==> config.mk <==
export PLATFORM = sky130hd
export DESIGN_NAME = vmpl_mul
export DESIGN_NICKNAME = d
export VERILOG_FILES = /design/src/design/vmpl_pkg.sv /design/src/design/vmpl_mul.sv
export SDC_FILE = /design/constraint.sdc
export NUM_CORES = 2
export LEC_CHECK = 0
export BUFFER_PORTS_ARGS = -buffer_cell sky130_fd_sc_hd__buf_2
export CORE_MARGIN = 4
export CORE_UTILIZATION = 50
export CTS_BUF_LIST = sky130_fd_sc_hd__clkbuf_16
export CTS_CLUSTER_SIZE = 16
export DETAILED_ROUTE_END_ITERATION = 16
export GPL_TIMING_DRIVEN = 0
export PLACE_DENSITY = 0.67
export SLEW_MARGIN = 30
export SYNTH_ARGS = -nofsm -noshare
export SYNTH_HDL_FRONTEND = slang
export SYNTH_SLANG_ARGS = --single-unit
==> constraint.sdc <==
create_clock -name clk_i -period 15.25 [get_ports clk_i]
set_input_delay 0.7625 -clock clk_i [delete_from_list [all_inputs] [get_ports clk_i]]
set_output_delay 0.7625 -clock clk_i [all_outputs]
set_load 0.01 [all_outputs]
==> src/design/vmpl_pkg.sv <==
// Package of the voice mix block peak limiter: widths, constants, register codes.
// No dependencies; imported by every module of the block.
`timescale 1ns / 1ps
`default_nettype none

package vmpl_pkg;

  localparam int BLOCK_SIZE = 64;
  localparam int ADDR_W     = (BLOCK_SIZE > 1) ? $clog2(BLOCK_SIZE) : 1;

  localparam int SAMPLE_W = 24;
  localparam int GAIN_W   = 17;
  localparam int THR_W    = 23;
  localparam int ACC_W    = 32;
  localparam int CFG_IDX_W  = 2;
  localparam int CFG_DATA_W = 23;

  localparam int MUL_A_W = 33;
  localparam int MUL_B_W = 24;
  localparam int MUL_P_W = MUL_A_W + MUL_B_W;
  localparam int DIVD_W  = ACC_W + THR_W;
  localparam int DIV_CNT_W = $clog2(THR_W + 1);

  localparam int LO_W      = 42;
  localparam int RND_W     = 59;
  localparam int CONTRIB_W = 26;

  localparam logic [GAIN_W-1:0] UNITY          = 17'd65536;
  localparam logic [GAIN_W-1:0] GAIN_RESET     = 17'd32768;
  localparam logic [THR_W-1:0]  THR_RESET      = 23'd7549747;

  typedef enum logic [CFG_IDX_W-1:0] {
    REG_MASTER_GAIN    = 2'd0,
    REG_CHANNEL_VOLUME = 2'd1,
    REG_AGC_ENABLE     = 2'd2,
    REG_AGC_THRESHOLD  = 2'd3
  } cfg_reg_e;

endpackage

`default_nettype wire

==> src/design/vmpl_mul.sv <==
// Shared signed multiplier with a registered product.
// Depends on vmpl_pkg for operand widths.
`timescale 1ns / 1ps
`default_nettype none

module vmpl_mul import vmpl_pkg::*; (
  input  wire logic                      clk_i,
  input  wire logic signed [MUL_A_W-1:0] a_i,
  input  wire logic signed [MUL_B_W-1:0] b_i,
  output logic signed [MUL_P_W-1:0]      p_o
);

  logic signed [MUL_P_W-1:0] p_d;
  logic signed [MUL_P_W-1:0] p_q;

  assign p_d = a_i * b_i;

  always_ff @(posedge clk_i) begin
    p_q <= p_d;
  end

  assign p_o = p_q;

endmodule

`default_nettype wire

* After elaboration in Yosys (flattened, before gate mapping)
Index checks and enable logic that the tools add are counted.
Widths: inputs -> output; s select.
** Cells by class
- $mul :: 1
** Operators with widths (count)
- $mul 33x24->57 :: 1
** Storage, ports and cells
- Flip-flop bits (word level) :: 57
- Input bits :: 58
- Logic and storage cells :: 2
- Output and inout bits :: 57

* Depth between registers and ports, before layout
- Word-level depth :: 1
- Gate-level depth with buffers :: 27
- Gate-level depth less buffers :: 25

* Worst setup path after synthesis
No wires, ideal clock.
- Path kind :: input to register
- From :: input a_i[32]
- To :: register p_q[56], in the netlist p_o[56]
- Required time :: 15.178 ns
- Arrival time :: 7.203 ns
- Stages :: 24
- Path slack :: 7.975 ns
- Library setup time :: 0.072 ns
- Buffers on the path :: 1
- Path through :: clkbuf_1 nand2_1 inv_1 fa_1 fa_1 inv_1 fa_1 fa_1 fa_1 inv_1 fa_1 inv_1 fa_1 inv_1 ha_1 a21o_1 a21o_1 a31o_2 a21oi_1 o21ai_0 a2111oi_0 o41ai_1 a21oi_1 xnor2_1
** Between the ends
- Cells in the longest elaborated chain, start to end :: 1
** RTL lines
- from (decl) :: RTL line vmpl_mul.sv:8 : input wire logic signed [MUL_A_W-1:0] a_i,
- $mul 33x24->57 :: RTL line vmpl_mul.sv:16 : assign p_d = a_i * b_i;
- net p_d[56] :: RTL line vmpl_mul.sv:13 : logic signed [MUL_P_W-1:0] p_d;
- to (signal assigned) :: RTL line vmpl_mul.sv:19 : p_q <= p_d;
- to (decl) :: RTL line vmpl_mul.sv:14 : logic signed [MUL_P_W-1:0] p_q;
The timed path passes the listed nets, and every way through them passes these cells.

* Worst setup path after layout
Same ends and word-level chain as after synthesis.

==> impl_metrics.env <==
export IMPL_ys_flop_type="dfxtp_1"
export IMPL_drc=0
export IMPL_synthArstFlopShare=0
export IMPL_synth_edf_count=0
export IMPL_synth_simple_gate_area_frac=0.153
export IMPL_final_hold_viol_count=0
export IMPL_yosysMostFrequentCell="inv_1"
export IMPL_cp_required_ns=15.52
export IMPL_hold_start="b_i[0]"
export IMPL_drt_pass1_iter_count=6
export IMPL_nNetsFinal=4267
export IMPL_stdcell_count=4014
export IMPL_initial_core_util=0.509
export IMPL_synth_nets=4142
export IMPL_cp_arrival_ns=9.32
export IMPL_max_slew_worst_pin_slew_ns=1.06
export IMPL_cts_htree_levels=3
export IMPL_maxCapViolCount=0
export IMPL_whs_path_depth=2
export IMPL_synth_area_per_cell_sq_um=9.25
export IMPL_synth_top_family_by_area="adder cells"
export IMPL_synthMuxAreaShare=0.000346
export IMPL_register_area_sq_um=1140
export IMPL_clk_pin_slew_worst_paths_ns=0.07
export IMPL_path_cells="buf_2, clkbuf_1, nand2_1, inv_1, fa_1, fa_1, inv_1, fa_1, fa_1, fa_1, inv_1, fa_1, inv_1, fa_1, inv_1, ha_1, nand2_1, inv_1, nand4_1, o41ai_4, a2111oi_0, o41ai_1, a21oi_1, xnor2_1"
export IMPL_placement_io_buffers=114
export IMPL_netlist_cell_type_count=55
export IMPL_ios=115
export IMPL_fin_crit_sh=0.594
export IMPL_synthAdderAreaFrac=0.623
export IMPL_crit_path_top_delay_cell="fa_1"
export IMPL_grt_pass1_wl_um=140000
export IMPL_min_delay_path_class="in -> reg"
export IMPL_clock_root_buffer="clkbuf_16"
export IMPL_nFillCells=5282
export IMPL_wl_per_cell_um=22.3
export IMPL_vias=21400
export IMPL_setup_viol=0
export IMPL_rows=87
export IMPL_crit_fanout=10
export IMPL_grt_max_degree=12
export IMPL_syn_cell_area_sq_um=28900
export IMPL_first_iter_violations=1498
export IMPL_post_cts_resized=0
export IMPL_drive_above_1_share=0.0424
export IMPL_hold_end="p_o[0]"
export IMPL_cp_start_kind="input pin"
export IMPL_fmax_mhz=110
export IMPL_fin_crit_ns=9.05
export IMPL_cts_sinks=57
export IMPL_place_inst=3997
export IMPL_dieArea_sq_um=61800
export IMPL_seq_area_frac_synth=0.0395
export IMPL_clk_path_buf_depth=2
export IMPL_postCtsHoldBufs=0
export IMPL_synth_top_cell_area_share=0.557
export IMPL_post_cts_setup_buffers=0
export IMPL_synth_area_leaders="fa_1 56%, inv_1 11%, and2_1 8.2%"
export IMPL_rsz0062_at_grt="false"
export IMPL_gp_congestion=1.02
export IMPL_drv_slew=0
export IMPL_grt_use_total=0.299
export IMPL_cts_tree="yes"
export IMPL_area_growth_pct=6.42
export IMPL_avgViaCountPerCell=5.33
export IMPL_final_util=0.542
export IMPL_largest_reg_flops=57
export IMPL_synth_compound_area_frac=0.0375
export IMPL_status="finished, final reports clean"
export IMPL_grt_pass1_vias=23200
export IMPL_synth_top_area_cell="fa_1"
export IMPL_worstSetupPathType="in -> reg"
export IMPL_max_slew_margin=0.294
export IMPL_dp_hpwl_um=75900
export IMPL_final_setup_tns_ns=0
export IMPL_netlist_instances=3127
export IMPL_synth_xor_area_frac=0.0185
export IMPL_yosysWarnings=0
export IMPL_ant_nets=0
export IMPL_gr_total_overflow=0
export IMPL_core_sq_um=56800
export IMPL_synthTopCellsByCount="844 x inv_1, 805 x fa_1, 415 x nand2_1"
export IMPL_cp_common_cell="fa_1"
export IMPL_dieWidth_um=249
export IMPL_multi_input_area_sq_um=24100
export IMPL_antenna_found_initial=5
export IMPL_die_h_um=249
export IMPL_crit_path_end_kind="register"
export IMPL_ys_ff_latch=57
export IMPL_crit_path_max_incr_delay_ns=0.76
export IMPL_postRouteWirelength_um=89500
export IMPL_cts_buffers=9
==> worst max-delay path, delay by kind of cell <==
family                     cells  cell delay [ns]
adders and majority gates      8             4.23
xor gates and xnor gates       1             0.17
buffers and inverters          8             1.44
AOI/OAI and AO/OA              4             2.05
and+or+nand+nor                3             0.62
==> cells in the final DEF, fill, tap and decap left out, drive strengths merged, types with 2 or more instances in the layout <==
master and n:
a211oi 8, o211ai 5, nor2 51, clkinv 4
o221ai 2, nand2 415, nand3 8, clkbuf 145
nand2b 13, dfxtp 57, nand4 3, o41ai 2
nor3 8, o22ai 4, ha 152, xnor2 49
or3 2, xor2 12, o21bai 9, a21o 20
and4 2, inv 844, and3 6, o31ai 4
fa 805, o21ai 36, bufinv 3, and2 380
nor2b 4, a31oi 7, buf 120, a21boi 2
o21a 2, or2 2, a21oi 54, diode 2
==> metrics by stage <==
step                      hold slack (ns)  area [sq um]  setup WS (ns)
after global placement               1.08         30400           5.75
after floorplan                     0.890         28900           7.97
after CTS                           0.681         30800           6.09
final                               0.696         30800           6.20
after global routing                0.708         30800           5.76
after detailed placement             1.08         30400           5.73
==> cell families after synthesis <==
group           after synthesis
fa+ha+maj                   957
mux                           1
flops                        57
xor+xnor                     61
simple gates                895
compound gates              169
buf+inv                     987
==> layer usage <==
metal	track usage	wire (um)	up-vias
met5	0	41	-
met1	0.390	34400	11100
li1	-	-	9116
met3	0.0565	7250	253
met2	0.475	41600	958
met4	0.165	6220	6
==> layout make-up <==
cell class | instances | share of cell area
multi-input combinational | 2083 | 0.782
inverter | 845 | 0.103
sequential | 57 | 0.0371
tap | 756 | 0.0307
timing repair buffer | 114 | 0.0185
buffer | 142 | 0.0173
clock buffer | 9 | 0.00732
clock inverter | 6 | 0.00350
antenna | 2 | 0.000163
==> how the worst max path moves through the flow <==
stage,slack [ns],from,to,cells past startpoint
after floorplan,7.97,a_i[32],p_o[56],24
after CTS,6.09,a_i[32],p_o[56],24
after global placement,5.75,a_i[32],p_o[56],24
final,6.20,a_i[32],p_o[56],24
after global routing,5.76,a_i[32],p_o[56],24
after detailed placement,5.73,a_i[32],p_o[56],24
Power is left out: the tool's default activity adds up to more than one toggle a clock period on the data nets, which glitch-free logic cannot reach.
