$ cat src/design/vmpl_pkg.sv
// Package of the voice mix block peak limiter: widths, constants, register codes.
// No dependencies; imported by every module of the block.
`timescale 1ns / 1ps
`default_nettype none

package vmpl_pkg;

  localparam int BLOCK_SIZE = 64;
  localparam int ADDR_W     = (BLOCK_SIZE > 1) ? $clog2(BLOCK_SIZE) : 1;

  localparam int SAMPLE_W = 24;
  localparam int GAIN_W   = 17;
  localparam int THR_W    = 23;
  localparam int ACC_W    = 32;
  localparam int CFG_IDX_W  = 2;
  localparam int CFG_DATA_W = 23;

  localparam int MUL_A_W = 33;
  localparam int MUL_B_W = 24;
  localparam int MUL_P_W = MUL_A_W + MUL_B_W;
  localparam int DIVD_W  = ACC_W + THR_W;
  localparam int DIV_CNT_W = $clog2(THR_W + 1);

  localparam int LO_W      = 42;
  localparam int RND_W     = 59;
  localparam int CONTRIB_W = 26;

  localparam logic [GAIN_W-1:0] UNITY          = 17'd65536;
  localparam logic [GAIN_W-1:0] GAIN_RESET     = 17'd32768;
  localparam logic [THR_W-1:0]  THR_RESET      = 23'd7549747;

  typedef enum logic [CFG_IDX_W-1:0] {
    REG_MASTER_GAIN    = 2'd0,
    REG_CHANNEL_VOLUME = 2'd1,
    REG_AGC_ENABLE     = 2'd2,
    REG_AGC_THRESHOLD  = 2'd3
  } cfg_reg_e;

endpackage

`default_nettype wire

$ cat src/design/vmpl_div.sv
// Restoring divider, one quotient bit per cycle, THR_W quotient bits.
// Needs dividend < divisor * 2^THR_W. Depends on vmpl_pkg.
`timescale 1ns / 1ps
`default_nettype none

module vmpl_div import vmpl_pkg::*; (
  input  wire logic              clk_i,
  input  wire logic              rst_ni,
  input  wire logic              start_i,
  input  wire logic [DIVD_W-1:0] dividend_i,
  input  wire logic [ACC_W-1:0]  divisor_i,
  output logic                   done_o,
  output logic [THR_W-1:0]       quot_o
);

  logic                 busy_q;
  logic                 done_q;
  logic [DIV_CNT_W-1:0] cnt_q;
  logic [ACC_W-1:0]     rem_q;
  logic [THR_W-1:0]     dlo_q;
  logic [THR_W-1:0]     quot_q;
  logic [ACC_W-1:0]     dvs_q;
  logic [ACC_W:0]       trial;
  logic                 ge;

  assign trial = {rem_q, dlo_q[THR_W-1]};
  assign ge    = trial >= {1'b0, dvs_q};

  always_ff @(posedge clk_i or negedge rst_ni) begin
    if (!rst_ni) begin
      busy_q <= 1'b0;
      done_q <= 1'b0;
      cnt_q  <= '0;
    end else begin
      done_q <= 1'b0;
      if (start_i) begin
        busy_q <= 1'b1;
        cnt_q  <= DIV_CNT_W'(THR_W);
      end else if (busy_q) begin
        cnt_q <= cnt_q - 1'b1;
        if (cnt_q == DIV_CNT_W'(1)) begin
          busy_q <= 1'b0;
          done_q <= 1'b1;
        end
      end
    end
  end

  always_ff @(posedge clk_i) begin
    if (start_i) begin
      rem_q  <= dividend_i[DIVD_W-1:THR_W];
      dlo_q  <= dividend_i[THR_W-1:0];
      dvs_q  <= divisor_i;
      quot_q <= '0;
    end else if (busy_q) begin
      rem_q  <= ge ? ACC_W'(trial - {1'b0, dvs_q}) : trial[ACC_W-1:0];
      dlo_q  <= {dlo_q[THR_W-2:0], 1'b0};
      quot_q <= {quot_q[THR_W-2:0], ge};
    end
  end

  assign done_o = done_q;
  assign quot_o = quot_q;

endmodule

`default_nettype wire

$ cat config.mk
export PLATFORM = sky130hd
export DESIGN_NAME = vmpl_div
export DESIGN_NICKNAME = d
export VERILOG_FILES = /design/src/design/vmpl_pkg.sv /design/src/design/vmpl_div.sv
export SDC_FILE = /design/constraint.sdc
export NUM_CORES = 1
export LEC_CHECK = 0
export BUFFER_PORTS_ARGS = -buffer_cell sky130_fd_sc_hd__buf_4
export CORE_MARGIN = 4
export CORE_UTILIZATION = 45
export DETAILED_ROUTE_END_ITERATION = 6
export GPL_TIMING_DRIVEN = 0
export HOLD_SLACK_MARGIN = 0.12
export PLACE_DENSITY = 0.73
export SYNTH_ARGS = -nofsm -noshare
export SYNTH_HDL_FRONTEND = slang
export SYNTH_SLANG_ARGS = --single-unit
$ cat constraint.sdc
create_clock -name clk_i -period 5.84 [get_ports clk_i]
set_input_delay 0.876 -clock clk_i [delete_from_list [all_inputs] [get_ports clk_i]]
set_output_delay 0.876 -clock clk_i [all_outputs]
set_load 0.05 [all_outputs]
* Word level (Yosys, flattened, before mapping)
Cells that the tools add are included.
** Storage, ports and cells
- Register bits after elaboration :: 117
- Input bits :: 90
- Output and inout port bits :: 24
** Operators by class
- $add $sub $neg :: 2
- Magnitude comparators :: 1
- Equal/unequal tests :: 1
- Mux-type cells :: 13
- Reductions and logical operators :: 1
** Operators by type and width (count)
- $mux 32 :: 3
- $mux 23 :: 2
- $ge 33x32->1 :: 1
- $sub 32x32->32 :: 1
- $mux 5 :: 2
- $mux 1 :: 6
- $eq 5x1->1 const B :: 1
- $sub 5x1->5 const B :: 1
- $reduce_bool 2->1 :: 1

* Depth between registers and ports, before layout
- Word-level depth :: 4
- Gate-level depth with buffers :: 13

* Least setup slack after synthesis
No wires, ideal clock.
- Path kind :: register -> register
- Start point :: register dlo_q[22]
- End point :: register rem_q[30], data pin
- Setup time :: 0.281 ns
- Data arrival time :: 2.391 ns
- Path slack :: 3.168 ns
- Cell stages (with the launch flop) :: 13
- Clock period less this slack :: 2.672 ns
- Path through :: edfxtp_1 > inv_1 > ha_1 > inv_1 > fa_1 > a21o_1 > a31oi_1 > o21ai_1 > a21oi_1 > o21ai_1 > a221oi_1 > xor2_1 > o311ai_0
** Between the ends
- Word-level cells in the longest chain between the ends :: 4
** Ends and longest elaborated chain
- start, declared :: RTL line vmpl_div.sv:20 : logic [THR_W-1:0] dlo_q;
- start signal, assigned :: RTL line vmpl_div.sv:52 : dlo_q <= dividend_i[THR_W-1:0];
- start signal, assigned :: RTL line vmpl_div.sv:57 : dlo_q <= {dlo_q[THR_W-2:0], 1'b0};
- $sub 32x32->32 or $ge 33x32->1 (tied branches) :: RTL line vmpl_div.sv:56, vmpl_div.sv:27
- $mux 32 (*) :: RTL line vmpl_div.sv:56 : rem_q <= ge ? ACC_W'(trial - {1'b0, dvs_q}) : trial[ACC_W-1:0];
- $mux 32 (*) :: RTL line vmpl_div.sv:55 : end else if (busy_q) begin
- $mux 32 (*) :: RTL line vmpl_div.sv:50 : if (start_i) begin
- end signal, assigned :: RTL line vmpl_div.sv:51 : rem_q <= dividend_i[DIVD_W-1:THR_W];
- end signal, assigned :: RTL line vmpl_div.sv:56
- end, declared :: RTL line vmpl_div.sv:19 : logic [ACC_W-1:0] rem_q;
Mark *: on every way between the ends. The rest lies on a longest branch, timed or not. The select of a mux whose other input is x is not followed.
A chain may end at the register's enable or synchronous reset.

* Worst setup path after layout
- Start point :: input port start_i
- End point :: register rem_q[25], enable pin
** Between the ends
- Word-level cells in the longest chain between the ends :: 1
** Ends and longest elaborated chain
- start, declared :: RTL line vmpl_div.sv:9 : input wire logic start_i,
- $reduce_bool 2->1 (no source line)
No other way between the ends.

==> flow_summary.ini <==
[status]
status = finished clean

[critical_path]
worstReg2RegStart = dlo_q[22]
worstSetupPathType = in -> reg
arrival_ns = 3.51
startpoint = start_i
cp.required_ns = 5.86
end_kind = register
cp-start-kind = input port
cp_max_fo = 55

[power_and_ir_drop]
netSwitchingFraction_pct = 39.7
comb_power_share_pct = 45.5
p_seq_share_pct = 29.2
power_density_mw_per_mm2 = 487
p_leak_nw = 3.75
internal_power_mw = 2.45
peakVddDrop_mv = 0.322
p_clk_share_pct = 25.3
switchingPower_mw = 1.62

[drt]
ant_nets = 0
detail_route.vias_per_cell = 5.62
num_vias = 5338
firstDrtPassIters = 4
drt-initial-drc-count = 375
drc = 0
wirelength_um = 17700
wl_per_cell_um = 18.7

[sta]
timing.final.max_slew_violations = 0
fmax_mhz = 286
clock_skew_ns = 0.0130
fin_crit_ns = 3.49
worst_slew_margin_rel_pct = 9.04
tns_ns = 0
setup_viol = 0
tightest_slew_ns = 1.36
fin_crit_sh_pct = 59.8
hold_violations = 0
rsz0062_at_grt = no
fin_ws_ns = 2.35

[placed_design]
gp_congestion = 0.958
port_buffers = 113
hpwlAfterDp_um = 13000
pre_cts_ws_ns = 1.81
place_area_mm2 = 0.00777

[clock_network]
htree_levels = 4
cts-hold-fix-buffers = 0
cts_tree = yes
worst_skew_pair.late_latency_ns = 0.42
path_clk_slew_ns = 0.06
cts_resized = 0
clock_sinks = 117
cts_made_buffers = 17
cts_max_path_buffers = 2
root_buffer = clkbuf_16
postCtsSetupRepairBufs = 0

[global_route]
grt_pass1_vias = 5409
grt.total_usage_pct = 21.3
grt_first_pass_wirelength_um = 27700
grt_start_max_net_pins = 56
antenna_found_initial = 0
grt-ovfl-total = 0

[finish]
syn2layout_area_growth_pct = 24.9
drive_gt1_share_pct = 24.8
diodes = 0
multi_input_area_mm2 = 0.00311
nets = 878
final_area_mm2 = 0.00835
fillCellCount = 1288
regArea_mm2 = 0.00325

[synthesis]
synthArstFlopShare_pct = 5.98
yosysTopAreaCell = edfxtp_1
ys_warn_count = 0
seq_area_frac_synth_pct = 48.6
synth-seq-cells = 117
yosysMostFrequentCell = edfxtp_1
synth_cell_types = 67
synth_area_per_cell_um2 = 10.8
syn_area_mm2 = 0.00669
syn_inst = 621
ys.flop_type = edfxtp_1
syn-num-nets = 746
synth_edf_count = 87
synth_top_area_share_pct = 39.1
synth_common_cells = edfxtp_1, inv_1, nand2_1
ys_top_cells_by_area = edfxtp_1, dfxtp_1, ha_1

[floorplan]
dieArea_mm2 = 0.0169
core-area_mm2 = 0.0145
initial_core_util_pct = 46.0
die_h_um = 130
fp.dieW_um = 130
rows = 44
num_io_pins = 114

[min_path]
hold_class = in -> async

[job]
drv_cap = 0
## layer usage
layer | vias up | global-route usage [%] | part of all wire [%]
li1 | 2560 | - | -
met1 | 2581 | 27.5 | 44
met2 | 171 | 35.1 | 48
met3 | 26 | 5.94 | 5.8
met4 | 0 | 6.42 | 1.6
met5 | - | 0 | 0
## layout make-up
type	instances	share of cell area (%)
buffer	36	1.95
clock buffer	19	5.69
clock inverter	13	1.30
inverter	45	2.02
multi-input combinational	423	37.2
sequential	117	38.9
tap	184	2.76
timing repair buffer	113	10.2
## path summary, 6_finish.rpt
| kind | depth (start not counted) | slack, ns | end |
|---|---|---|---|
| worst max register to register | 12 | 2.45 | rem_q[28] |
| worst max-delay path | 4 | 2.35 | rem_q[25] |
| worst min-delay path | 1 | 0.26 | cnt_q[4] |
| min in group clk_i | 2 | 0.52 | quot_o[22] |
| max in group asynchronous | 1 | 5.45 | cnt_q[0] |
| worst min register to register | 2 | 0.52 | quot_o[22] |
## kinds of logic after synthesis
family / synth area share [%]
xor gates and xnor gates: 4.06
DFF: 48.6
and+or+nand+nor: 12.6
AOI/OAI and AO/OA: 14.9
buffers and inverters: 4.96
muxes: 8.25
adders and majority gates: 6.66
## sequential cells by signal, summed over array words and instances, names as in the netlist
register / count
quot_o: 23
rem_q: 32
cnt_q: 5
dlo_q: 23
dvs_q: 32
busy_q: 1
done_o: 1
## power by group through the flow
| stage | clock network (mW) | logic [mW] | registers (mW) |
|---|---|---|---|
| floorplan | 0 | 1.32 | 1.20 |
| global placement | 0 | 1.80 | 1.19 |
| detailed placement | 0 | 1.81 | 1.20 |
| CTS | 1.04 | 1.83 | 1.19 |
| global route | 1.08 | 2.04 | 1.20 |
| finish | 1.03 | 1.85 | 1.19 |
## stage by stage
stage                     std cells  utilization (%)  hold slack [ns]  power, mW
after floorplan                 621                -            0.485       2.51
after global placement          918             53.4            0.499       2.99
after detailed placement        918             53.4            0.513       3.02
after CTS                       950             57.5            0.254       4.05
after global routing            950             57.5            0.238       4.32
final                           950             57.5            0.264       4.07
## cell usage in the layout (no fill, tap or decap), types with 3 or more instances in the layout
master	count
o21a_1	4
mux2_2	24
a21o_1	15
nor2b_1	7
clkbuf_16	19
ha_1	34
clkbuf_1	20
a31oi_1	6
dfrtp_1	7
a221oi_1	4
a21oi_1	39
and3b_1	5
inv_1	45
nand2_1	42
nor3_1	9
and4_1	4
dfxtp_1	23
a211oi_1	3
buf_4	115
xnor2_1	16
o21ai_1	4
mux2i_1	27
o31ai_1	4
o21ai_0	19
nor2_1	41
a221o_1	10
o21bai_1	4
nand4_1	4
inv_6	6
nand3b_1	14
o311ai_0	10
buf_1	8
clkinv_4	4
nand3_1	8
nand2b_1	9
o311ai_1	3
xor2_1	15
edfxtp_1	87
a211o_1	3
## critical path, cell delays in order
cell and delay [ns]:
buf_4 0.41, clkbuf_1 0.52, clkbuf_1 0.53, or2_2 1.14
No activity file was read; power rests on OpenSTA's default activity.
